==> config.mk <==
export PLATFORM = sky130hd
export DESIGN_NAME = wlas_dp
export DESIGN_NICKNAME = d
export VERILOG_FILES = /design/src/rtl/core/wlas_pkg.sv /design/src/rtl/core/wlas_dp.sv
export SDC_FILE = /design/constraint.sdc
export NUM_CORES = 2
export LEC_CHECK = 0
export BUFFER_PORTS_ARGS = -buffer_cell sky130_fd_sc_hd__buf_2
export CAP_MARGIN = 10
export CORE_ASPECT_RATIO = 1.4
export CORE_MARGIN = 2
export CORE_UTILIZATION = 60
export CTS_CLUSTER_DIAMETER = 150
export DETAILED_ROUTE_END_ITERATION = 10
export PLACE_DENSITY = 0.77
export SLEW_MARGIN = 20
export SYNTH_ARGS = -nofsm -noshare
export SYNTH_HDL_FRONTEND = slang
export SYNTH_SLANG_ARGS = --single-unit
==> constraint.sdc <==
create_clock -name aclk -period 30.5 [get_ports aclk]
set_input_delay 6.1 -clock aclk [delete_from_list [all_inputs] [get_ports aclk]]
set_output_delay 6.1 -clock aclk [all_outputs]
set_load 0.01 [all_outputs]
==> src/rtl/core/wlas_pkg.sv <==
`default_nettype none
package wlas_pkg;

    localparam int NumChannels = 16;
    localparam int RamDepth    = 4096;
    localparam int RamAw       = 12;
    localparam int OutScale    = 786;
    localparam int GainMax     = 256;

    localparam logic [3:0] RegPage  = 4'hE;
    localparam logic [2:0] OffFreqLo  = 3'd0;
    localparam logic [2:0] OffFreqMid = 3'd1;
    localparam logic [2:0] OffFreqHi  = 3'd2;
    localparam logic [2:0] OffSel     = 3'd5;
    localparam logic [2:0] OffAmp     = 3'd6;
    localparam logic [2:0] OffCtl     = 3'd7;

    localparam logic [1:0] CfgInitialGain = 2'd0;
    localparam logic [1:0] CfgAutorange   = 2'd1;
    localparam logic [1:0] CfgRate48k     = 2'd2;
    localparam logic [1:0] CfgPinSums     = 2'd3;

    localparam logic OpWrite = 1'b0;
    localparam logic OpTick  = 1'b1;

    typedef struct packed {
        logic              clr;
        logic [RamAw-1:0]  clr_addr;
        logic              start;
        logic              run;
        logic [3:0]        chan;
        logic [2:0]        step;
        logic              p0;
        logic              p1;
        logic              p2;
        logic              commit;
    } cmd_t;

    typedef struct packed {
        logic out_free;
    } status_t;

    function automatic logic [12:0] antilog(input logic [6:0] n);
        logic [12:0] m;
        m = 13'(({8'd0, n[3:0], 1'b0} + 13'd33) << n[6:4]);
        return 13'(m - 13'd33);
    endfunction

    function automatic logic [2:0] pan_weight(input logic [3:0] p);
        logic [2:0] w;
        unique case (p)
            4'd8, 4'd9, 4'd10: w = 3'd6;
            4'd11: w = 3'd5;
            4'd12: w = 3'd4;
            4'd13: w = 3'd3;
            4'd14: w = 3'd2;
            4'd15: w = 3'd1;
            default: w = 3'd0;
        endcase
        return w;
    endfunction

endpackage
`default_nettype wire

==> src/rtl/core/wlas_dp.sv <==
`default_nettype none
module wlas_dp (
    input  wire logic              aclk,
    input  wire logic              aresetn,
    input  wire wlas_pkg::cmd_t    cmd,
    output wlas_pkg::status_t      status,
    input  wire logic              in_accept,
    input  wire logic              in_op,
    input  wire logic [11:0]       in_addr,
    input  wire logic [7:0]        in_wdata,
    input  wire logic              cfg_we,
    input  wire logic [1:0]        cfg_addr,
    input  wire logic [8:0]        cfg_wdata,
    output logic                   ram_we,
    output logic [11:0]            ram_waddr,
    output logic [7:0]             ram_wdata,
    output logic [11:0]            ram_raddr,
    input  wire logic [7:0]        ram_rdata,
    input  wire logic              m_tready,
    output logic                   m_tvalid,
    output logic [87:0]            m_tdata
);

    logic        autorange_reg, rate_reg, pin_reg;
    logic [8:0]  gain_reg;
    logic        bank_reg;
    logic [23:0] phase_reg [16];
    logic [7:0]  amp_reg [16];
    logic [7:0]  flo_reg, fmid_reg, fhi_reg, ctl_reg;
    logic [3:0]  sel_reg;
    logic        carry_reg;
    logic signed [20:0] mixl_reg, mixr_reg;
    logic signed [30:0] prodl_reg, prodr_reg;
    logic signed [40:0] accl_reg, accr_reg;
    logic [15:0] resl_reg, resr_reg, resl_tmp_reg, resr_tmp_reg;
    logic signed [15:0] lo_reg, ro_reg;
    logic        clip_reg;
    logic        m_tvalid_reg;
    logic [87:0] m_tdata_reg;

    logic [23:0] freq;
    logic [31:0] incw;
    logic [23:0] inc;
    logic [24:0] psum;
    logic [7:0]  smp, s8;
    logic        sgn, neg, contrib;
    logic [2:0]  pan;
    logic signed [13:0] lin;
    logic signed [17:0] addl, addr_r;
    logic signed [24:0] ol, orr;
    logic signed [16:0] pin;
    logic        clip_all;
    logic [8:0]  gain_new;

    assign status.out_free = !m_tvalid_reg || m_tready;
    assign m_tvalid = m_tvalid_reg;
    assign m_tdata  = m_tdata_reg;

    assign ram_we    = cmd.clr || (in_accept && in_op == wlas_pkg::OpWrite);
    assign ram_waddr = cmd.clr ? cmd.clr_addr : in_addr;
    assign ram_wdata = cmd.clr ? 8'd0 : in_wdata;

    always_comb begin
        unique case (cmd.step)
            3'd0: ram_raddr = {wlas_pkg::RegPage, bank_reg, wlas_pkg::OffFreqLo, cmd.chan};
            3'd1: ram_raddr = {wlas_pkg::RegPage, bank_reg, wlas_pkg::OffFreqMid, cmd.chan};
            3'd2: ram_raddr = {wlas_pkg::RegPage, bank_reg, wlas_pkg::OffFreqHi, cmd.chan};
            3'd3: ram_raddr = {wlas_pkg::RegPage, bank_reg, wlas_pkg::OffCtl, cmd.chan};
            3'd4: ram_raddr = {wlas_pkg::RegPage, bank_reg, wlas_pkg::OffSel, cmd.chan};
            3'd5: ram_raddr = {wlas_pkg::RegPage, bank_reg, wlas_pkg::OffAmp, cmd.chan};
            3'd6: ram_raddr = {sel_reg, sel_reg[0], phase_reg[cmd.chan][23:17]};
            default: ram_raddr = '0;
        endcase
    end

    always_comb begin
        freq  = {fhi_reg, fmid_reg, flo_reg};
        incw  = 32'(freq) * (rate_reg ? 32'd125 : 32'd128);
        inc   = incw[30:7];
        psum  = {1'b0, inc} + {1'b0, phase_reg[cmd.chan]};
        smp   = ram_rdata;
        sgn   = smp[7];
        s8    = smp + amp_reg[cmd.chan];
        contrib = s8[7] != sgn;
        neg   = sgn ^ ctl_reg[4];
        pan   = wlas_pkg::pan_weight(ctl_reg[3:0]);
        lin   = $signed({1'b0, wlas_pkg::antilog(s8[6:0])});
        if (neg) begin
            lin = -lin;
        end
        addl   = contrib ? 18'(lin * $signed({1'b0, pan})) : '0;
        addr_r = contrib ? 18'(lin * $signed({1'b0, 3'd6 - pan})) : '0;
        ol  = 25'(accl_reg >>> 16);
        orr = 25'(accr_reg >>> 16);
        pin = 17'(lo_reg) + 17'(ro_reg);
        clip_all = clip_reg || (pin_reg && (pin > 17'sd32767 || pin < -17'sd32768));
        gain_new = (autorange_reg && clip_all && gain_reg > 9'd1) ? (gain_reg >> 1) : gain_reg;
    end

    always_ff @(posedge aclk) begin
        if (!aresetn) begin
            autorange_reg <= 1'b1;
            rate_reg      <= 1'b0;
            pin_reg       <= 1'b1;
            gain_reg      <= 9'd3;
            bank_reg      <= 1'b0;
            resl_reg      <= '0;
            resr_reg      <= '0;
            m_tvalid_reg  <= 1'b0;
            for (int i = 0; i < 16; i++) begin
                phase_reg[i] <= '0;
                amp_reg[i]   <= '0;
            end
        end else begin
            if (cfg_we) begin
                unique case (cfg_addr)
                    wlas_pkg::CfgInitialGain: begin
                        if (!cmd.commit) begin
                            gain_reg <= (cfg_wdata > 9'(wlas_pkg::GainMax)) ?
                                        9'(wlas_pkg::GainMax) : cfg_wdata;
                        end
                    end
                    wlas_pkg::CfgAutorange: autorange_reg <= cfg_wdata[0];
                    wlas_pkg::CfgRate48k:   rate_reg      <= cfg_wdata[0];
                    wlas_pkg::CfgPinSums:   pin_reg       <= cfg_wdata[0];
                    default: ;
                endcase
            end
            if (cmd.run && cmd.step == 3'd4) begin
                if (!flo_reg[0]) begin
                    phase_reg[cmd.chan] <= psum[23:0];
                end else begin
                    phase_reg[cmd.chan] <= inc;
                end
            end
            if (cmd.run && cmd.step == 3'd6 && carry_reg) begin
                amp_reg[cmd.chan] <= ram_rdata;
            end
            if (cmd.run && cmd.step == 3'd7) begin
                bank_reg <= ctl_reg[5] && (sgn || carry_reg);
            end
            if (cmd.commit) begin
                m_tvalid_reg <= 1'b1;
            end else if (m_tready) begin
                m_tvalid_reg <= 1'b0;
            end
            if (cmd.commit) begin
                gain_reg     <= gain_new;
                if (autorange_reg && clip_all) begin
                    resl_reg <= '0;
                    resr_reg <= '0;
                end else begin
                    resl_reg <= resl_tmp_reg;
                    resr_reg <= resr_tmp_reg;
                end
            end
        end
    end

    always_ff @(posedge aclk) begin
        if (cmd.start) begin
            mixl_reg <= '0;
            mixr_reg <= '0;
        end
        if (cmd.run) begin
            unique case (cmd.step)
                3'd1: flo_reg  <= ram_rdata;
                3'd2: fmid_reg <= ram_rdata;
                3'd3: fhi_reg  <= ram_rdata;
                3'd4: begin
                    ctl_reg   <= ram_rdata;
                    carry_reg <= !flo_reg[0] && psum[24];
                end
                3'd5: sel_reg  <= ram_rdata[7:4];
                3'd7: begin
                    mixl_reg <= mixl_reg + 21'(addl);
                    mixr_reg <= mixr_reg + 21'(addr_r);
                end
                default: ;
            endcase
        end
        if (cmd.p0) begin
            prodl_reg <= 31'(mixl_reg * $signed({1'b0, gain_reg}));
            prodr_reg <= 31'(mixr_reg * $signed({1'b0, gain_reg}));
        end
        if (cmd.p1) begin
            accl_reg <= 41'(prodl_reg * 41'(wlas_pkg::OutScale)) + $signed({25'd0, resl_reg});
            accr_reg <= 41'(prodr_reg * 41'(wlas_pkg::OutScale)) + $signed({25'd0, resr_reg});
        end
        if (cmd.p2) begin
            clip_reg <= (ol > 25'sd32767) || (ol < -25'sd32768) ||
                        (orr > 25'sd32767) || (orr < -25'sd32768);
            if (ol > 25'sd32767) begin
                lo_reg <= 16'sd32767; resl_tmp_reg <= '0;
            end else if (ol < -25'sd32768) begin
                lo_reg <= -16'sd32768; resl_tmp_reg <= '0;
            end else begin
                lo_reg <= ol[15:0]; resl_tmp_reg <= accl_reg[15:0];
            end
            if (orr > 25'sd32767) begin
                ro_reg <= 16'sd32767; resr_tmp_reg <= '0;
            end else if (orr < -25'sd32768) begin
                ro_reg <= -16'sd32768; resr_tmp_reg <= '0;
            end else begin
                ro_reg <= orr[15:0]; resr_tmp_reg <= accr_reg[15:0];
            end
        end
        if (cmd.commit) begin
            m_tdata_reg <= {4'd0, gain_new, mixr_reg, mixl_reg, clip_all, ro_reg, lo_reg};
        end
    end

endmodule
`default_nettype wire

==> reports/qor.txt <==
Post-Synth Adder-Cell Area -> 25.9%
CTS Hold Buffers Added -> 0
FF+latch count, synth -> 925
DR iter-0 viols -> 4003
Mapped Cells -> 7138
Hold_sp -> ro_reg[11]
Ports -> 194
CTS tree -> yes
Full die area -> 129000 sq um
Die height -> 424 um
Net count, final -> 8480
Largest net degree at the start of global routing -> 75
Hold Path End -> m_tdata[27]
Pre-CTS WS -> 12.74 ns
Critical Path Most Common Cell -> ha_1
Detailed Place HPWL -> 131000 um
Critical path's slowest cell -> nor3_1
Fill cell count -> 9521
Hold Violations, Final -> 0
Final setup viols -> 0
Slew @ Worst Pin -> 1.08 ns
DRT Wirelength -> 180000 um
Post-synth top flop -> edfxtp_1
Final worst setup slack -> 13.38 ns
Post-synth cell types -> 97
Layout cell share with drive strength beyond 1 -> 9.66%
H-Tree Depth -> 3
Root buffer selected by CTS -> clkbuf_16
Vias per std cell -> 5.92
Worst-Skew Late Latency -> 0.75 ns
RR Startpoint -> amp_reg[15][0]
Combinational family with the most area after synthesis -> adder cells
Worst Hold Depth -> 0
Number of port buffers -> 189
Min cycle time layout -> 17.12 ns
Clk pin slew, worst setup/hold paths -> 0.06 ns
R2r worst-path depth -> 40
Number of CTS-inserted buffers -> 93
Leak Pwr -> 37.1 nW
Gates resized, CTS repair -> 0
Post-route setup TNS -> 0 ns
Synth Area in Compound Gates -> 9.36%
Crit path required time -> 31.13 ns
Critical Path Sink Type -> flop
Synth warn -> 0
Syn avg cell area -> 10.6 sq um
Synth Area in Simple Gates -> 12.9%
Max_cap viols -> 0
Grt ovf -> 0
DRT Pass-1 Iters -> 6
Number of flip-flops under the largest register name -> 384
CP Launch Type -> primary input
CP Max Fanout -> 38
RR Endpoint -> mixr_reg[20]
Crit path DAT -> 17.75 ns
Post-route ant nets -> 0
Vias in the first global route -> 54700
Longest Clk Path Bufs -> 3
Asr flop ratio synth -> 0%
Maximum vdd drop -> 0.000132 V
Core Region -> 125000 sq um
EDFF count, synth -> 836
Slowest Stage Delay on Critical Path -> 0.75 ns
Vias -> 52600
PD cells -> 96.5 nW/um^2
Layout Skew -> 0.0728 ns
CTS sink count -> 925
Fmax -> 58.4 MHz
Post-Synth XOR/XNOR Area -> 3.44%
Slew headroom -> 27.9%
Mux cell area share after synthesis -> 5.67%
Setup bufs post-CTS -> 0
Seq/Total Area, Yosys -> 35.5%
Horiz. Die Dim -> 304 um
Crit share post-route -> 56.1%
Initial antenna violation count -> 2
Status -> completed
Bufs and invs on worst path -> 5
Top delay family on crit path -> compound AO/OA/AOI/OAI gates
Global-route wire length before repair -> 287000 um
Syn Std Cell Area -> 75700 sq um
Setup Crit Path Kind -> primary input to flop
Reg-to-reg slack, setup -> 19.56 ns
RSZ-0062 raised after global routing -> no
Core Rows -> 154
DR DRC count -> 0
Hold/Removal Path Class -> flop to flop
Routability cong. -> 0.923
Gr usage total -> 28.2%
Starting Density -> 60.3%
Wire length per cell -> 20.3 um
Area Overhead vs Synth -> 7.62%
Final Max Slew Viols -> 0
through the flow:
| step | hold slack [ns] | utilization [%] | std cells | total power [W] | area (sq um) |
|---|---|---|---|---|---|
| 2_1_floorplan | 0.406 | - | 7141 | 0.00555 | 75700 |
| 3_3_place_gp | 0.459 | 62.3 | 8721 | 0.00645 | 78100 |
| 3_5_place_dp | 0.467 | 62.3 | 8722 | 0.00660 | 78100 |
| 4_1_cts | 0.484 | 64.9 | 8892 | 0.00785 | 81400 |
| 5_1_grt | 0.490 | 64.9 | 8892 | 0.00856 | 81400 |
| 6_report | 0.486 | 64.9 | 8894 | 0.00786 | 81400 |
final cells by class:
cell class,instances,area [sq um],area share (%)
antenna,2,5.00,0.00615
clock buffer,112,2480,3.05
clock inverter,58,751,0.922
inverter,1129,4240,5.20
multi-input combinational,4764,43500,53.4
sequential,925,26900,33.0
tap,1638,2050,2.52
timing repair buffer,266,1540,1.89
cell usage in the layout (no fill, tap or decap), types with 84 or more instances in the layout:
master and n:
inv_1 1128, edfxtp_1 836, ha_1 674, nor2_1 602, fa_1 556, and2_1 454
nand2_1 376, a21oi_1 230, xnor2_1 205, o21ai_0 187, buf_2 185, mux4_2 160
a21o_1 137, nor3_1 100, clkbuf_16 96, dfxtp_1 88, xor2_1 84
cells in the mapped netlist (53+ instances only):
cell type / count / share of area, %
nand2b_1: 53 / 0.44
o21ai_0: 198 / 1.3
nand3_1: 57 / 0.38
nor2b_1: 66 / 0.55
a21oi_1: 233 / 1.5
nor2_1: 604 / 3.0
mux4_2: 160 / 4.8
fa_1: 556 / 15
dfxtp_1: 89 / 2.4
and2_1: 454 / 3.8
edfxtp_1: 836 / 33
xor2_1: 86 / 1.0
xnor2_1: 206 / 2.4
a211oi_1: 65 / 0.64
clkbuf_1: 267 / 1.3
ha_1: 674 / 11
nand2_1: 388 / 1.9
o211ai_1: 61 / 0.61
inv_1: 1128 / 5.6
a21o_1: 138 / 1.4
nor3_1: 101 / 0.67
power breakdown:
part / internal [W] / switching (W) / total, W
Clock: 0.000692 / 0.000528 / 0.00122
Combinational: 0.00194 / 0.00290 / 0.00484
Sequential: 0.00168 / 0.000118 / 0.00179
Total: 0.00431 / 0.00355 / 0.00786
per-layer routing:
layer | up-vias | wire length (um) | GRT usage [%]
li1 | 24300 | - | -
met1 | 25900 | 64600 | 31.8
met2 | 1962 | 94800 | 52.0
met3 | 515 | 11000 | 3.44
met4 | 2 | 9840 | 15.1
met5 | - | 13 | 0
worst max-delay path by stage:
stage,startpoint,end,slack (ns),cells past startpoint
2_1_floorplan,cmd[7],mixl_reg[18],13.66,44
3_3_place_gp,cmd[7],mixr_reg[20],13.11,42
3_5_place_dp,cmd[7],mixr_reg[20],12.74,42
4_1_cts,cmd[7],mixr_reg[20],13.43,42
5_1_grt,cmd[7],mixr_reg[20],12.56,42
6_report,cmd[7],mixr_reg[20],13.38,42
cell families (layout without fill, tap and decap cells):
kind of cell / Yosys count / after routing
compound gates: 1052 / 1052
xor+xnor: 294 / 294
other cells: 1 / 6
fa+ha+maj: 1230 / 1230
simple gates: 1961 / 1961
buf+inv: 1452 / 1565
mux: 223 / 223
flops: 925 / 925
No activity file was read; power rests on OpenSTA's default activity.
