File: src/rtl/core/wlas_pkg.sv
`default_nettype none
package wlas_pkg;

    localparam int NumChannels = 16;
    localparam int RamDepth    = 4096;
    localparam int RamAw       = 12;
    localparam int OutScale    = 786;
    localparam int GainMax     = 256;

    localparam logic [3:0] RegPage  = 4'hE;
    localparam logic [2:0] OffFreqLo  = 3'd0;
    localparam logic [2:0] OffFreqMid = 3'd1;
    localparam logic [2:0] OffFreqHi  = 3'd2;
    localparam logic [2:0] OffSel     = 3'd5;
    localparam logic [2:0] OffAmp     = 3'd6;
    localparam logic [2:0] OffCtl     = 3'd7;

    localparam logic [1:0] CfgInitialGain = 2'd0;
    localparam logic [1:0] CfgAutorange   = 2'd1;
    localparam logic [1:0] CfgRate48k     = 2'd2;
    localparam logic [1:0] CfgPinSums     = 2'd3;

    localparam logic OpWrite = 1'b0;
    localparam logic OpTick  = 1'b1;

    typedef struct packed {
        logic              clr;
        logic [RamAw-1:0]  clr_addr;
        logic              start;
        logic              run;
        logic [3:0]        chan;
        logic [2:0]        step;
        logic              p0;
        logic              p1;
        logic              p2;
        logic              commit;
    } cmd_t;

    typedef struct packed {
        logic out_free;
    } status_t;

    function automatic logic [12:0] antilog(input logic [6:0] n);
        logic [12:0] m;
        m = 13'(({8'd0, n[3:0], 1'b0} + 13'd33) << n[6:4]);
        return 13'(m - 13'd33);
    endfunction

    function automatic logic [2:0] pan_weight(input logic [3:0] p);
        logic [2:0] w;
        unique case (p)
            4'd8, 4'd9, 4'd10: w = 3'd6;
            4'd11: w = 3'd5;
            4'd12: w = 3'd4;
            4'd13: w = 3'd3;
            4'd14: w = 3'd2;
            4'd15: w = 3'd1;
            default: w = 3'd0;
        endcase
        return w;
    endfunction

endpackage
`default_nettype wire

File: src/rtl/core/wlas_ctrl.sv
`default_nettype none
module wlas_ctrl (
    input  wire logic              aclk,
    input  wire logic              aresetn,
    input  wire logic              s_tvalid,
    input  wire logic              in_op,
    output logic                   s_tready,
    input  wire wlas_pkg::status_t status,
    output wlas_pkg::cmd_t         cmd
);

    localparam logic [2:0] ST_CLEAR = 3'd0;
    localparam logic [2:0] ST_IDLE  = 3'd1;
    localparam logic [2:0] ST_CHAN  = 3'd2;
    localparam logic [2:0] ST_P0    = 3'd3;
    localparam logic [2:0] ST_P1    = 3'd4;
    localparam logic [2:0] ST_P2    = 3'd5;
    localparam logic [2:0] ST_P3    = 3'd6;

    logic [2:0]  state_reg, state_next;
    logic [11:0] cnt_reg, cnt_next;

    always_ff @(posedge aclk) begin
        if (!aresetn) begin
            state_reg <= ST_CLEAR;
            cnt_reg   <= '0;
        end else begin
            state_reg <= state_next;
            cnt_reg   <= cnt_next;
        end
    end

    always_comb begin
        state_next = state_reg;
        cnt_next   = cnt_reg;
        s_tready   = 1'b0;
        cmd        = '0;
        cmd.clr_addr = cnt_reg;
        cmd.chan   = cnt_reg[6:3];
        cmd.step   = cnt_reg[2:0];
        unique case (state_reg)
            ST_CLEAR: begin
                cmd.clr  = 1'b1;
                cnt_next = cnt_reg + 12'd1;
                if (cnt_reg == 12'(wlas_pkg::RamDepth - 1)) begin
                    state_next = ST_IDLE;
                end
            end
            ST_IDLE: begin
                s_tready = 1'b1;
                cnt_next = '0;
                if (s_tvalid && in_op == wlas_pkg::OpTick) begin
                    cmd.start  = 1'b1;
                    state_next = ST_CHAN;
                end
            end
            ST_CHAN: begin
                cmd.run  = 1'b1;
                cnt_next = cnt_reg + 12'd1;
                if (cnt_reg[6:0] == 7'(wlas_pkg::NumChannels * 8 - 1)) begin
                    state_next = ST_P0;
                end
            end
            ST_P0: begin
                cmd.p0     = 1'b1;
                state_next = ST_P1;
            end
            ST_P1: begin
                cmd.p1     = 1'b1;
                state_next = ST_P2;
            end
            ST_P2: begin
                cmd.p2     = 1'b1;
                state_next = ST_P3;
            end
            ST_P3: begin
                if (status.out_free) begin
                    cmd.commit = 1'b1;
                    state_next = ST_IDLE;
                end
            end
            default: state_next = ST_CLEAR;
        endcase
    end

endmodule
`default_nettype wire

File: config.mk
export PLATFORM = sky130hd
export DESIGN_NAME = wlas_ctrl
export DESIGN_NICKNAME = d
export VERILOG_FILES = /design/src/rtl/core/wlas_pkg.sv /design/src/rtl/core/wlas_ctrl.sv
export SDC_FILE = /design/constraint.sdc
export NUM_CORES = 1
export LEC_CHECK = 0
export ABC_AREA = 1
export BUFFER_PORTS_ARGS = -buffer_cell sky130_fd_sc_hd__buf_2
export CAP_MARGIN = 20
export CORE_UTILIZATION = 30
export CTS_CLUSTER_DIAMETER = 60
export DETAILED_ROUTE_END_ITERATION = 10
export PLACE_DENSITY_LB_ADDON = 0.05
export SYNTH_ARGS = -nofsm -noshare
export SYNTH_HDL_FRONTEND = slang
export SYNTH_SLANG_ARGS = --single-unit
File: constraint.sdc
create_clock -name aclk -period 1.5 [get_ports aclk]
set_clock_uncertainty 0.05 [all_clocks]
set_input_delay 0.075 -clock aclk [delete_from_list [all_inputs] [get_ports aclk]]
set_output_delay 0.075 -clock aclk [all_outputs]
set_load 0.1 [all_outputs]
==> report_table.html, run 1 <==
<table>
<tr><th>Metric</th><th>Value</th></tr>
<tr><th colspan="2">Clocking</th></tr>
<tr><td>Worst-path clk slew</td><td>90 ps</td></tr>
<tr><td>Library cell used as clock root buffer</td><td>sky130_fd_sc_hd__clkbuf_4</td></tr>
<tr><td>CTS sink cnt</td><td>15</td></tr>
<tr><td>H-tree depth</td><td>1</td></tr>
<tr><td>Clock insertion delay at the later pin of the skew report</td><td>between 200 and 300 ps</td></tr>
<tr><td>CTS hold repair buffers</td><td>0</td></tr>
<tr><td>TritonCTS clock tree</td><td>yes</td></tr>
<tr><td>CTS max path bufs</td><td>2</td></tr>
<tr><td>TritonCTS buffer count</td><td>3</td></tr>
<tr><th colspan="2">Global routing</th></tr>
<tr><td>Vias in the first global route</td><td>850</td></tr>
<tr><td>Antenna violations before repair</td><td>0</td></tr>
<tr><td>Largest net degree at the start of global routing</td><td>11</td></tr>
<tr><td>Total congestion overflow after global routing</td><td>0</td></tr>
<tr><td>Combined global-route utilization of all metal layers</td><td>0.142</td></tr>
<tr><td>Wire length of the first global-routing pass</td><td>~3700 um</td></tr>
<tr><th colspan="2">Placement</th></tr>
<tr><td>Routability congestion estimate from global placement</td><td>between 0.8 and 0.9</td></tr>
<tr><td>Dpl hpwl</td><td>around 1800 um</td></tr>
<tr><td>Buffers added on ports</td><td>31</td></tr>
<tr><td>Placed standard-cell area</td><td>between 0.001 and 0.0015 sq mm</td></tr>
<tr><th colspan="2">Critical path</th></tr>
<tr><td>Cells on worst reg2reg path</td><td>7</td></tr>
<tr><td>Category of the worst setup path launch point</td><td>flop</td></tr>
<tr><td>Max incr delay on CP</td><td>between 300 and 400 ps</td></tr>
<tr><td>Endpoint kind of the worst setup timing path</td><td>primary output</td></tr>
<tr><td>RR Startpoint</td><td>cnt_reg[0]</td></tr>
<tr><td>Critical path's slowest cell</td><td>sky130_fd_sc_hd__dfxtp_4</td></tr>
<tr><td>Total buffers and inverters traversed by the critical path</td><td>3</td></tr>
<tr><td>Crit-path max FO</td><td>7</td></tr>
<tr><td>Sequence of cells on the critical path</td><td>inv_4 &gt; nand2_4 &gt; nor2_4 &gt; inv_2 &gt; nor2_4 &gt; buf_12</td></tr>
<tr><td>Destination of the worst register-to-register timing path</td><td>state_reg[1]</td></tr>
<tr><td>Critical Setup Path Class</td><td>reg2out</td></tr>
<tr><td>R2R Setup Slk</td><td>roughly 140 ps</td></tr>
<tr><td>Arrival time worst endpoint</td><td>~1300 ps</td></tr>
<tr><td>Required time worst endpoint</td><td>1370 ps</td></tr>
<tr><td>Family of cells with the greatest summed delay on the critical path</td><td>flip-flops</td></tr>
<tr><td>Most repeated library cell on the critical path</td><td>sky130_fd_sc_hd__nor2_4</td></tr>
<tr><td>Number of cells on the critical path</td><td>6</td></tr>
<tr><th colspan="2">Floorplanning</th></tr>
<tr><td>Core ar.</td><td>0.00288 sq mm</td></tr>
<tr><td>Die Area</td><td>0.00337 sq mm</td></tr>
<tr><td>Die Span Y</td><td>between 50 and 60 um</td></tr>
<tr><td>Site Rows</td><td>19</td></tr>
<tr><td>Initial Utilization</td><td>0.328</td></tr>
<tr><td>X dimension of the die</td><td>approximately 58 um</td></tr>
<tr><td>Number of ports placed on the die boundary</td><td>32</td></tr>
<tr><th colspan="2">Finish</th></tr>
<tr><td># diodes</td><td>0</td></tr>
<tr><td>Layout net count</td><td>182</td></tr>
<tr><td>Fin util</td><td>0.492</td></tr>
<tr><td>Layout cell share with drive strength beyond 1</td><td>0.474</td></tr>
<tr><td>Area of all placed cells without fillers</td><td>about 0.0014 sq mm</td></tr>
<tr><td>Max FFs per register</td><td>12</td></tr>
<tr><td>Area growth from synthesis to layout</td><td>50.1%</td></tr>
<tr><td>Most frequent standard cell in the layout excluding fill and tap cells</td><td>sky130_fd_sc_hd__nand2_1</td></tr>
<tr><td>Most frequent cells in the layout</td><td>sky130_fd_sc_hd__nand2_1 (27), sky130_fd_sc_hd__buf_2 (23), sky130_fd_sc_hd__nor2_1 (16), sky130_fd_sc_hd__inv_1 (15), sky130_fd_sc_hd__a21oi_1 (11)</td></tr>
<tr><th colspan="2">Pwr</th></tr>
<tr><td>Sequential Power Share</td><td>0.515</td></tr>
<tr><td>Ratio of total power to cell area</td><td>566 mW/mm^2</td></tr>
<tr><td>Internal Dissipation</td><td>0.000529 W</td></tr>
<tr><td>Largest voltage drop on the vdd net</td><td>~0.42 mV</td></tr>
<tr><td>Combinational share of power</td><td>0.198</td></tr>
<tr><td>Leak pwr</td><td>between 0.6 and 0.7 nW</td></tr>
<tr><td>Reported net switching power</td><td>roughly 0.00027 W</td></tr>
<tr><td>Share of power burned in the clock network</td><td>0.287</td></tr>
<tr><td>Fraction of power spent switching nets</td><td>0.338</td></tr>
<tr><th colspan="2">Timing</th></tr>
<tr><td>Minimum hold slack</td><td>slightly below 40 ps</td></tr>
<tr><td>Final setup violation count</td><td>0</td></tr>
<tr><td>Worst slew margin relative to its limit</td><td>0.675</td></tr>
<tr><td>Setup repair after global routing missed its margin</td><td>no</td></tr>
<tr><td>Min cycle time layout</td><td>around 1400 ps</td></tr>
<tr><td>Least-Margin Pin Slew</td><td>about 500 ps</td></tr>
<tr><td>Max Clk Rate</td><td>just over 700 MHz</td></tr>
<tr><td>Final-report hold violation count</td><td>0</td></tr>
<tr><td>Tcrit/Tclk final</td><td>0.936</td></tr>
<tr><td>Number of pins with negative max-slew slack in the final report</td><td>0</td></tr>
<tr><th colspan="2">Synth</th></tr>
<tr><td>Cell Area, Synth</td><td>roughly 940 sq um</td></tr>
<tr><td>Register bit total from synthesis</td><td>15</td></tr>
<tr><td>Synth Warn #</td><td>0</td></tr>
<tr><td>Syn nets</td><td>between 100 and 150</td></tr>
<tr><td>Unique masters post-synth</td><td>23</td></tr>
<tr><td>Part of the Yosys area used for sequential elements</td><td>0.319</td></tr>
<tr><td>Post-Synthesis Mean Instance Area</td><td>between 6 and 7 sq um</td></tr>
<tr><td>Post-Syn Instances</td><td>between 100 and 150</td></tr>
<tr><th colspan="2">Route</th></tr>
<tr><td>Post-Route WL</td><td>2260 um</td></tr>
<tr><td>DRC violations left</td><td>0</td></tr>
<tr><td>Average vias per placed instance</td><td>4.58</td></tr>
<tr><td>Via Count</td><td>994</td></tr>
<tr><td>Iteration count of the initial detailed-routing pass</td><td>6</td></tr>
<tr><td>Met2 WL</td><td>1070 um</td></tr>
<tr><td>Met3 Routed Length</td><td>between 100 and 150 um</td></tr>
<tr><td>Met1 layer wirelength in the final routing</td><td>roughly 1100 um</td></tr>
<tr><td>Highest signal layer in the routed design</td><td>met4</td></tr>
<tr><td>Detailed router's first-iteration violation count</td><td>28</td></tr>
<tr><td>Routed len/inst</td><td>between 10 and 15 um</td></tr>
<tr><td>Final antenna-violating net count</td><td>0</td></tr>
<tr><th colspan="2">Flow run</th></tr>
<tr><td>Max capacitance violation total</td><td>0</td></tr>
<tr><th colspan="2">Run status</th></tr>
<tr><td>Status</td><td>finished, final reports clean</td></tr>
<tr><th colspan="2">Min path</th></tr>
<tr><td>Origin of the worst min-delay path</td><td>aresetn</td></tr>
<tr><td>Min-Delay Path Class</td><td>in2reg</td></tr>
<tr><td>Endpoint, Worst Hold</td><td>cnt_reg[8]</td></tr>
<tr><td>Cells on Worst Hold Path</td><td>3</td></tr>
</table>
worst max path at each step:
stage | from | endpoint | slack (ps)
2_1_floorplan | state_reg[1] | cmd[12] | -400
3_3_place_gp | cnt_reg[0] | state_reg[1] | 130
3_5_place_dp | cnt_reg[0] | state_reg[1] | 50
4_1_cts | cnt_reg[0] | state_reg[1] | 20
5_1_grt | state_reg[1] | cmd[12] | 20
6_report | state_reg[1] | cmd[12] | 100
through the flow:
stage / cells / worst slack [ps] / total power (W) / setup TNS [ps]
global placement: 205 / 134 / 0.000579 / 0
global route: 217 / 17.2 / 0.000843 / 0
floorplan: 139 / -397 / 0.000566 / -1540
CTS: 211 / 18.4 / 0.000813 / 0
detailed placement: 205 / 49.6 / 0.000581 / 0
finish: 217 / 95.3 / 0.000800 / 0
metal layers:
layer,up-vias,global-route usage
li1,523,-
met1,437,0.193
met2,32,0.225
met3,2,0.0402
met4,0,0.0306
met5,-,0
power by group through the flow:
| stage | clock network, W | registers [W] | logic (W) |
|---|---|---|---|
| after global placement | 0 | 0.000421 | 0.000158 |
| after floorplan | 0 | 0.000475 | 0.0000910 |
| after global routing | 0.000263 | 0.000415 | 0.000166 |
| final | 0.000229 | 0.000412 | 0.000158 |
| after detailed placement | 0 | 0.000422 | 0.000159 |
| after CTS | 0.000242 | 0.000412 | 0.000159 |
cell usage after synthesis:
cell type                  n  share of area
sky130_fd_sc_hd__nor2_8    1          0.021
sky130_fd_sc_hd__buf_2     1         0.0053
sky130_fd_sc_hd__o21ai_0   9          0.048
sky130_fd_sc_hd__nand3_2   1          0.011
sky130_fd_sc_hd__inv_1    18          0.072
sky130_fd_sc_hd__buf_4     7          0.056
sky130_fd_sc_hd__o21ai_1   1         0.0053
sky130_fd_sc_hd__nor3_1    4          0.021
sky130_fd_sc_hd__ha_1      1          0.013
sky130_fd_sc_hd__a22oi_2   1          0.013
sky130_fd_sc_hd__dfxtp_1  15           0.32
sky130_fd_sc_hd__nor2_1   20          0.080
sky130_fd_sc_hd__buf_6     1          0.012
sky130_fd_sc_hd__a22oi_1   1         0.0080
sky130_fd_sc_hd__a21oi_2   2          0.019
sky130_fd_sc_hd__nand2_1  29           0.12
sky130_fd_sc_hd__nand4_4   1          0.023
sky130_fd_sc_hd__inv_2     1         0.0040
sky130_fd_sc_hd__nand4_1   1         0.0066
sky130_fd_sc_hd__a21oi_1  12          0.064
sky130_fd_sc_hd__nand3_1   9          0.048
sky130_fd_sc_hd__nor2_4    2          0.024
sky130_fd_sc_hd__o22ai_2   1          0.013
final cells by class:
class	count	area (sq um)
Clock buffer	4	26.3
Inverter	19	73.8
Fill cell	296	1460
Multi-Input combinational cell	96	579
Tap cell	42	52.6
Timing Repair Buffer	41	350
Sequential cell	15	332
worst min-delay path: cells and delay by family:
kind	cells	cell delay, ps
AO/OA/AOI/OAI	1	30
AND/OR/NAND/NOR	1	80
buffers and inverters	1	160
logic make-up after synthesis:
family,after synthesis,synth area share
DFF,15,0.319
and+or+nand+nor,68,0.349
buffers and inverters,28,0.149
AOI/OAI and AO/OA,27,0.170
adders and majority gates,1,0.0133
what timing repair did:
item	in CTS	in global routing
pin swaps	1	3
endpoints found under the setup margin	5	5
setup buffers	2	6
resized for setup	1	4
Power figures use the tool's default switching activity.
==> run 2, diff against run 1 <==
--- a/config.mk
+++ b/config.mk
@@ -15,3 +15,4 @@
 export SYNTH_ARGS = -nofsm -noshare
 export SYNTH_HDL_FRONTEND = slang
 export SYNTH_SLANG_ARGS = --single-unit
+export TNS_END_PERCENT = 1
==> constraint.sdc (replaced) <==
create_clock -name aclk -period 1.5 [get_ports aclk]
set_clock_uncertainty 0.05 [all_clocks]
set_input_delay 0.15 -clock aclk [delete_from_list [all_inputs] [get_ports aclk]]
set_output_delay 0.15 -clock aclk [all_outputs]
set_load 0.1 [all_outputs]
==> run 2 against run 1 <==
Effect of this change:
- the flow now finishes with violations (design-rule violations)
- highest routed layer unchanged
- setup slack got worse by 42 ps
- die area did not move
- non-clock buffer count rose by 1
- final area rose by 1.6%
- first-iteration DRC count fell by 46%
- count of clock-buffer cells in the layout fell by 1
- sequential share of layout area fell by 1.4 points
- maximum frequency fell by 2.9%
- critical path depth fell by 1
- routed wire length rose by 5.3%
- combinational power rose by 4%
- via count rose by 0.50%
==> report_table.html, run 2 (synthesis gave the netlist of run 1 again) <==
<table>
<tr><th>Metric</th><th>Value</th></tr>
<tr><th colspan="2">Route</th></tr>
<tr><td>Post-Route WL</td><td>2380 um (+5.3%)</td></tr>
<tr><td>DRC violations left</td><td>2 (+2)</td></tr>
<tr><td>Via Count</td><td>999 (+0.50%)</td></tr>
<tr><td>Detailed router's first-iteration violation count</td><td>15 (-46%)</td></tr>
<tr><td>Routed len/inst</td><td>10.9 um (+4.8%)</td></tr>
<tr><td>Iteration count of the initial detailed-routing pass</td><td>7 (+1)</td></tr>
<tr><td>Average vias per placed instance</td><td>4.58 (about the same)</td></tr>
<tr><td>Final antenna-violating net count</td><td>0 (unchanged)</td></tr>
<tr><th colspan="2">Global routing</th></tr>
<tr><td>Global-route track usage on met3</td><td>0.0290 (-0.0112)</td></tr>
<tr><td>Total congestion overflow after global routing</td><td>0 (unchanged)</td></tr>
<tr><td>Met2 Track Usage GR</td><td>0.255 (+0.0296)</td></tr>
<tr><td>Antenna violations before repair</td><td>0 (unchanged)</td></tr>
<tr><td>Met1 track demand over resource</td><td>0.213 (+0.0202)</td></tr>
<tr><td>Vias in the first global route</td><td>936 (+10%)</td></tr>
<tr><td>Most used routing layer</td><td>met2</td></tr>
<tr><td>Combined global-route utilization of all metal layers</td><td>0.157 (+0.0144)</td></tr>
<tr><td>Wire length of the first global-routing pass</td><td>4110 um (+11%)</td></tr>
<tr><td>Largest net degree at the start of global routing</td><td>11 (unchanged)</td></tr>
<tr><th colspan="2">Timing</th></tr>
<tr><td>Least-Margin Pin Slew</td><td>487 ps (-2.80 ps)</td></tr>
<tr><td>Post-route setup TNS</td><td>0 ps (unchanged)</td></tr>
<tr><td>Tcrit/Tclk final</td><td>0.964 (+0.0280)</td></tr>
<tr><td>Final-report hold violation count</td><td>0 (unchanged)</td></tr>
<tr><td>Max Clk Rate</td><td>691 MHz (-2.9%)</td></tr>
<tr><td>Min cycle time layout</td><td>1450 ps (+42.0 ps)</td></tr>
<tr><td>Setup repair after global routing missed its margin</td><td>yes</td></tr>
<tr><td>Final setup violation count</td><td>0 (unchanged)</td></tr>
<tr><td>Number of pins with negative max-slew slack in the final report</td><td>0 (unchanged)</td></tr>
<tr><td>Worst setup margin</td><td>53.3 ps (-42.0 ps)</td></tr>
<tr><td>Worst slew margin relative to its limit</td><td>0.677 (+0.00185)</td></tr>
<tr><th colspan="2">Floorplanning</th></tr>
<tr><td>X dimension of the die</td><td>58.0 um (unchanged)</td></tr>
<tr><td>Initial Utilization</td><td>0.328 (unchanged)</td></tr>
<tr><td>Die Span Y</td><td>58.0 um (unchanged)</td></tr>
<tr><td>Die Area</td><td>0.00337 sq mm (unchanged)</td></tr>
<tr><td>Core ar.</td><td>0.00288 sq mm (unchanged)</td></tr>
<tr><td>Site Rows</td><td>19 (unchanged)</td></tr>
<tr><td>Number of ports placed on the die boundary</td><td>32 (unchanged)</td></tr>
<tr><th colspan="2">Critical path</th></tr>
<tr><td>Arrival time worst endpoint</td><td>1250 ps (-30 ps)</td></tr>
<tr><td>Crit-path max FO</td><td>5 (-2)</td></tr>
<tr><td>Category of the worst setup path launch point</td><td>flop</td></tr>
<tr><td>Required time worst endpoint</td><td>1300 ps (-70 ps)</td></tr>
<tr><td>Endpoint kind of the worst setup timing path</td><td>primary output</td></tr>
<tr><td>Start point of the critical path</td><td>state_reg[2]</td></tr>
<tr><td>RR Startpoint</td><td>cnt_reg[2]</td></tr>
<tr><td>Critical Setup Path Class</td><td>reg2out</td></tr>
<tr><th colspan="2">Run status</th></tr>
<tr><td>Violations in the final reports</td><td>design-rule violations</td></tr>
<tr><td>Status</td><td>finished, violations left</td></tr>
<tr><th colspan="2">Finish</th></tr>
<tr><td>Fill cells</td><td>292 (-1.4%)</td></tr>
<tr><td>Most frequent standard cell in the layout excluding fill and tap cells</td><td>sky130_fd_sc_hd__nand2_1</td></tr>
<tr><td>Most frequent cells in the layout</td><td>sky130_fd_sc_hd__nand2_1 (28), sky130_fd_sc_hd__buf_2 (18), sky130_fd_sc_hd__nor2_1 (16), sky130_fd_sc_hd__inv_1 (15), sky130_fd_sc_hd__a21oi_1 (12)</td></tr>
<tr><td>Fin util</td><td>0.499 (+0.00783)</td></tr>
<tr><td># diodes</td><td>0 (unchanged)</td></tr>
<tr><td>Max FFs per register</td><td>12 (unchanged)</td></tr>
<tr><td>Layout cell share with drive strength beyond 1</td><td>0.420 (-0.0538)</td></tr>
<tr><td>Area growth from synthesis to layout</td><td>52.5%</td></tr>
<tr><td>Layout net count</td><td>183 (+0.55%)</td></tr>
<tr><th colspan="2">Clocking</th></tr>
<tr><td>Worst-path clk slew</td><td>100 ps (about the same)</td></tr>
<tr><td>Library cell used as clock root buffer</td><td>sky130_fd_sc_hd__clkbuf_4</td></tr>
<tr><td>CTS sink cnt</td><td>15 (unchanged)</td></tr>
<tr><td>H-tree depth</td><td>1 (unchanged)</td></tr>
<tr><td>Clock insertion delay at the later pin of the skew report</td><td>290 ps (about the same)</td></tr>
<tr><td>TritonCTS buffer count</td><td>3 (unchanged)</td></tr>
<tr><td>CTS max path bufs</td><td>2 (unchanged)</td></tr>
<tr><td>CTS hold repair buffers</td><td>0 (unchanged)</td></tr>
<tr><td>TritonCTS clock tree</td><td>yes</td></tr>
<tr><th colspan="2">Placement</th></tr>
<tr><td>Buffers added on ports</td><td>31 (unchanged)</td></tr>
<tr><td>Worst slack at placement</td><td>73.6 ps (+24.0 ps)</td></tr>
<tr><td>Routability congestion estimate from global placement</td><td>0.760 (-6.7%)</td></tr>
<tr><td>Dpl hpwl</td><td>1820 um (+3.3%)</td></tr>
<tr><th colspan="2">Pwr</th></tr>
<tr><td>Largest voltage drop on the vdd net</td><td>0.260 mV (-39%)</td></tr>
<tr><td>Internal Dissipation</td><td>0.000528 W (-0.19%)</td></tr>
<tr><td>Reported net switching power</td><td>0.000295 W (+8.8%)</td></tr>
<tr><td>Combinational share of power</td><td>0.200 (+0.002)</td></tr>
<tr><td>Fraction of power spent switching nets</td><td>0.358 (+0.0196)</td></tr>
<tr><td>Leak pwr</td><td>0.621 nW (-0.10%)</td></tr>
<tr><td>Ratio of total power to cell area</td><td>573 mW/mm^2 (+1.2%)</td></tr>
<tr><td>Sequential Power Share</td><td>0.498 (-0.017)</td></tr>
<tr><td>Share of power burned in the clock network</td><td>0.302 (+0.015)</td></tr>
<tr><th colspan="2">Flow run</th></tr>
<tr><td>Max capacitance violation total</td><td>0 (unchanged)</td></tr>
<tr><th colspan="2">Min path</th></tr>
<tr><td>Min-Delay Path Class</td><td>in2reg</td></tr>
<tr><td>Origin of the worst min-delay path</td><td>aresetn</td></tr>
</table>
[run 2: critical path, stage by stage (launching register included)]
cell and delay (ps):
sky130_fd_sc_hd__dfxtp_4 380, sky130_fd_sc_hd__buf_6 130, sky130_fd_sc_hd__nor2_4 120, sky130_fd_sc_hd__inv_2 60
sky130_fd_sc_hd__nor2_4 90, sky130_fd_sc_hd__buf_12 180
[run 2: metal layers]
layer | part of all wire | vias up
met5 | 0 | -
met4 | 0.0059 | 0
met3 | 0.039 | 2
met2 | 0.46 | 25
met1 | 0.49 | 450
li1 | - | 522
[run 2: metrics by stage]
step                total power [W]  hold slack [ps]  area [sq um]  std cells
finish                     0.000823              125          1440        218
CTS                        0.000833              119          1390        217
global placement           0.000581              433          1320        208
detailed placement         0.000583              435          1320        208
global route               0.000862              139          1440        218
floorplan                  0.000566              337          1010        139
[run 2: power by group through the flow]
stage | logic [W] | clock network [W] | registers [W]
floorplan | 0.0000902 | 0 | 0.000476
global placement | 0.000161 | 0 | 0.000421
detailed placement | 0.000162 | 0 | 0.000422
CTS | 0.000162 | 0.000259 | 0.000412
global route | 0.000172 | 0.000278 | 0.000412
finish | 0.000164 | 0.000249 | 0.000410
[run 2: final timing paths]
path                 to  slack [ps]  cells after the start
min reg2reg  cnt_reg[8]         470                      2
max             cmd[12]          50                      5
min          cnt_reg[8]         120                      3
max reg2reg  cnt_reg[7]         140                      5
[run 2: area by class of cell]
class	count	area, sq um	share of cell area
multi-input cells	96	576	0.401
repair buffers	42	390	0.272
well taps	42	52.6	0.0366
clock inverters	1	5.00	0.00348
clock buffers	3	22.5	0.0157
flip-flops and latches	15	317	0.220
inverters	19	73.8	0.0514
[run 2: repair_timing]
item,CTS,global route
resized for setup,2,13
pin swaps,2,2
buffers inserted,5,1
endpoints found under the setup margin,5,11
==> run 3, diff against run 2 <==
--- a/config.mk
+++ b/config.mk
@@ -11,7 +11,7 @@
 export CORE_UTILIZATION = 30
 export CTS_CLUSTER_DIAMETER = 60
 export DETAILED_ROUTE_END_ITERATION = 10
-export PLACE_DENSITY_LB_ADDON = 0.05
+export PLACE_DENSITY = 0.53
 export SYNTH_ARGS = -nofsm -noshare
 export SYNTH_HDL_FRONTEND = slang
 export SYNTH_SLANG_ARGS = --single-unit
==> run 3 against run 2 <==
Effect of this change:
- the run ends with design-rule violations, negative setup slack left
- via count is 1.1% higher
- hold slack improved by 0.77 ps
- global-route usage decreased by 0.093 points
- cell count grew 1.4%
- critical path depth is 1 higher
- routed wire length is 2.1% higher
- flip-flop and latch count is the same
- sequential share of layout area fell by 0.13 points
- total power about the same
- first-iteration DRC count grew 47%
- critical path type unchanged
- largest cell class unchanged
==> report_table.html, run 3 (synthesis gave the netlist of run 1 again) <==
<table>
<tr><th>Metric</th><th>Value</th></tr>
<tr><th colspan="2">Route</th></tr>
<tr><td>Highest signal layer in the routed design</td><td>met4</td></tr>
<tr><td>Iteration count of the initial detailed-routing pass</td><td>7 (unchanged)</td></tr>
<tr><td>DRC violations left</td><td>2 (unchanged)</td></tr>
<tr><td>Met1 layer wirelength in the final routing</td><td>1170 um (-0.17%)</td></tr>
<tr><td>Via Count</td><td>1010 (+1.1%)</td></tr>
<tr><td>Met2 WL</td><td>1110 um (+0.82%)</td></tr>
<tr><td>Met3 Routed Length</td><td>113 um (+22%)</td></tr>
<tr><td>Average vias per placed instance</td><td>4.57 (-0.27%)</td></tr>
<tr><td>Detailed router's first-iteration violation count</td><td>22 (+7)</td></tr>
<tr><td>Routed len/inst</td><td>11.0 um (+0.67%)</td></tr>
<tr><td>Final antenna-violating net count</td><td>0 (unchanged)</td></tr>
<tr><td>Post-Route WL</td><td>2430 um (+2.1%)</td></tr>
<tr><th colspan="2">Timing</th></tr>
<tr><td>Max Clk Rate</td><td>657 MHz (-4.9%)</td></tr>
<tr><td>Post-route setup TNS</td><td>-21.4 ps (-21.4 ps)</td></tr>
<tr><td>Final-report hold violation count</td><td>0 (unchanged)</td></tr>
<tr><td>Worst slew margin relative to its limit</td><td>0.677 (about the same)</td></tr>
<tr><td>Number of pins with negative max-slew slack in the final report</td><td>0 (unchanged)</td></tr>
<tr><td>Worst setup margin</td><td>-21.4 ps (-74.6 ps)</td></tr>
<tr><td>Min cycle time layout</td><td>1520 ps (+74.6 ps)</td></tr>
<tr><td>Tcrit/Tclk final</td><td>1.01 (+0.0498)</td></tr>
<tr><td>Least-Margin Pin Slew</td><td>488 ps (+0.0476 ps)</td></tr>
<tr><td>Setup repair after global routing missed its margin</td><td>yes</td></tr>
<tr><td>Final setup violation count</td><td>1 (+1)</td></tr>
<tr><th colspan="2">Clocking</th></tr>
<tr><td>H-tree depth</td><td>1 (unchanged)</td></tr>
<tr><td>Clock insertion delay at the later pin of the skew report</td><td>300 ps (about the same)</td></tr>
<tr><td>CTS sink cnt</td><td>15 (unchanged)</td></tr>
<tr><td>TritonCTS buffer count</td><td>3 (unchanged)</td></tr>
<tr><td>Worst-path clk slew</td><td>100 ps (about the same)</td></tr>
<tr><td>CTS hold repair buffers</td><td>0 (unchanged)</td></tr>
<tr><td>CTS max path bufs</td><td>2 (unchanged)</td></tr>
<tr><td>Library cell used as clock root buffer</td><td>sky130_fd_sc_hd__clkbuf_4</td></tr>
<tr><td>TritonCTS clock tree</td><td>yes</td></tr>
<tr><th colspan="2">Floorplanning</th></tr>
<tr><td>Core ar.</td><td>0.00288 sq mm (unchanged)</td></tr>
<tr><td>X dimension of the die</td><td>58.0 um (unchanged)</td></tr>
<tr><td>Site Rows</td><td>19 (unchanged)</td></tr>
<tr><td>Number of ports placed on the die boundary</td><td>32 (unchanged)</td></tr>
<tr><td>Die Span Y</td><td>58.0 um (unchanged)</td></tr>
<tr><td>Initial Utilization</td><td>0.328 (unchanged)</td></tr>
<tr><td>Die Area</td><td>0.00337 sq mm (unchanged)</td></tr>
<tr><th colspan="2">Min path</th></tr>
<tr><td>Min-Delay Path Class</td><td>in2reg</td></tr>
<tr><th colspan="2">Global routing</th></tr>
<tr><td>Wire length of the first global-routing pass</td><td>3950 um (-3.9%)</td></tr>
<tr><td>Vias in the first global route</td><td>877 (-6.3%)</td></tr>
<tr><td>Antenna violations before repair</td><td>0 (unchanged)</td></tr>
<tr><td>Largest net degree at the start of global routing</td><td>11 (unchanged)</td></tr>
<tr><td>Combined global-route utilization of all metal layers</td><td>0.156 (-0.000932)</td></tr>
<tr><td>Total congestion overflow after global routing</td><td>0 (unchanged)</td></tr>
<tr><th colspan="2">Critical path</th></tr>
<tr><td>Sequence of cells on the critical path</td><td>inv_4 &gt; nand2_4 &gt; nor2_4 &gt; inv_2 &gt; nor2_4 &gt; buf_12</td></tr>
<tr><td>Max incr delay on CP</td><td>370 ps (about the same)</td></tr>
<tr><td>Required time worst endpoint</td><td>1300 ps (about the same)</td></tr>
<tr><td>Category of the worst setup path launch point</td><td>flop</td></tr>
<tr><td>Endpoint kind of the worst setup timing path</td><td>primary output</td></tr>
<tr><td>Arrival time worst endpoint</td><td>1320 ps (+70 ps)</td></tr>
<tr><td>Crit-path max FO</td><td>4 (-1)</td></tr>
<tr><td>Most repeated library cell on the critical path</td><td>sky130_fd_sc_hd__nor2_4</td></tr>
<tr><td>Total buffers and inverters traversed by the critical path</td><td>3 (unchanged)</td></tr>
<tr><td>Family of cells with the greatest summed delay on the critical path</td><td>flip-flops</td></tr>
<tr><td>Critical path's slowest cell</td><td>sky130_fd_sc_hd__dfxtp_4</td></tr>
<tr><td>Critical Setup Path Class</td><td>reg2out</td></tr>
<tr><th colspan="2">Finish</th></tr>
<tr><td>Most frequent standard cell in the layout excluding fill and tap cells</td><td>sky130_fd_sc_hd__nand2_1</td></tr>
<tr><td>Layout net count</td><td>186 (+1.6%)</td></tr>
<tr><td>Max FFs per register</td><td>12 (unchanged)</td></tr>
<tr><td>Number of standard cells in the layout, taps in and fillers out</td><td>221 (+1.4%)</td></tr>
<tr><td>Layout cell share with drive strength beyond 1</td><td>0.419 (-0.00146)</td></tr>
<tr><td># diodes</td><td>0 (unchanged)</td></tr>
<tr><td>Most frequent cells in the layout</td><td>sky130_fd_sc_hd__nand2_1 (28), sky130_fd_sc_hd__buf_2 (19), sky130_fd_sc_hd__nor2_1 (16), sky130_fd_sc_hd__inv_1 (15), sky130_fd_sc_hd__buf_4 (14)</td></tr>
<tr><td>Area growth from synthesis to layout</td><td>53.4%</td></tr>
<tr><td>Fin util</td><td>0.502 (+0.00304)</td></tr>
<tr><th colspan="2">Run status</th></tr>
<tr><td>Violations in the final reports</td><td>design-rule violations, negative setup slack</td></tr>
<tr><td>Status</td><td>finished, violations left</td></tr>
<tr><th colspan="2">Placement</th></tr>
<tr><td>Dpl hpwl</td><td>1870 um (+3.0%)</td></tr>
<tr><td>Routability congestion estimate from global placement</td><td>0.829 (+9.0%)</td></tr>
<tr><td>Worst slack at placement</td><td>53.7 ps (-19.8 ps)</td></tr>
<tr><td>Placed Instances</td><td>207 (-0.48%)</td></tr>
<tr><td>Buffers added on ports</td><td>31 (unchanged)</td></tr>
<tr><th colspan="2">Pwr</th></tr>
<tr><td>Largest voltage drop on the vdd net</td><td>0.318 mV (+22%)</td></tr>
<tr><td>Ratio of total power to cell area</td><td>570 mW/mm^2 (-0.60%)</td></tr>
<tr><td>Leak pwr</td><td>0.630 nW (+1.5%)</td></tr>
<tr><td>Total power</td><td>0.000823 W (about the same)</td></tr>
<tr><th colspan="2">Flow run</th></tr>
<tr><td>Max capacitance violation total</td><td>0 (unchanged)</td></tr>
</table>
run 3: worst paths after layout:
path,startpoint,to,slack (ps),cells after the start
setup / recovery,state_reg[1],cmd[12],-20,6
hold / removal,aresetn,cnt_reg[9],130,3
setup reg to reg,cnt_reg[2],cnt_reg[7],130,5
hold reg to reg,cnt_reg[5],cnt_reg[5],480,2
run 3: layer usage:
metal / vias to the layer above / GRT usage
met5: - / 0
met4: 0 / 0.0612
met3: 5 / 0.0491
met2: 28 / 0.248
met1: 449 / 0.195
li1: 528 / -
run 3: through the flow:
step	area (sq um)	hold slack (ps)
floorplan	1010	337
global placement	1310	428
detailed placement	1310	426
CTS	1350	110
global route	1450	127
finish	1450	125
run 3: final cells by class:
| class | count | area (sq um) |
|---|---|---|
| timing repair buffer | 45 | 403 |
| tap | 42 | 52.6 |
| sequential | 15 | 317 |
| inverter | 19 | 73.8 |
| fill | 303 | 1430 |
| clock buffer | 4 | 26.3 |
| multi-input combinational | 96 | 573 |
run 3: power breakdown:
part	internal (W)	switching (W)	total (W)	leakage, nW
combinational	0.0000272	0.000136	0.000163	0.490
sequential	0.000401	0.0000107	0.000411	0.125
clock	0.000104	0.000145	0.000248	0.0150
run 3: what timing repair did:
| item | 4_1_cts | 5_1_grt |
|---|---|---|
| setup buffers | 1 | 9 |
| resized for setup | 1 | 10 |
| pin swaps | 3 | 3 |
| endpoints found under the setup margin | 7 | 10 |
run 3: worst min-delay path, stage by stage:
cell	delay, ps
sky130_fd_sc_hd__buf_2	170
sky130_fd_sc_hd__nand2_1	80
sky130_fd_sc_hd__nor2_1	30
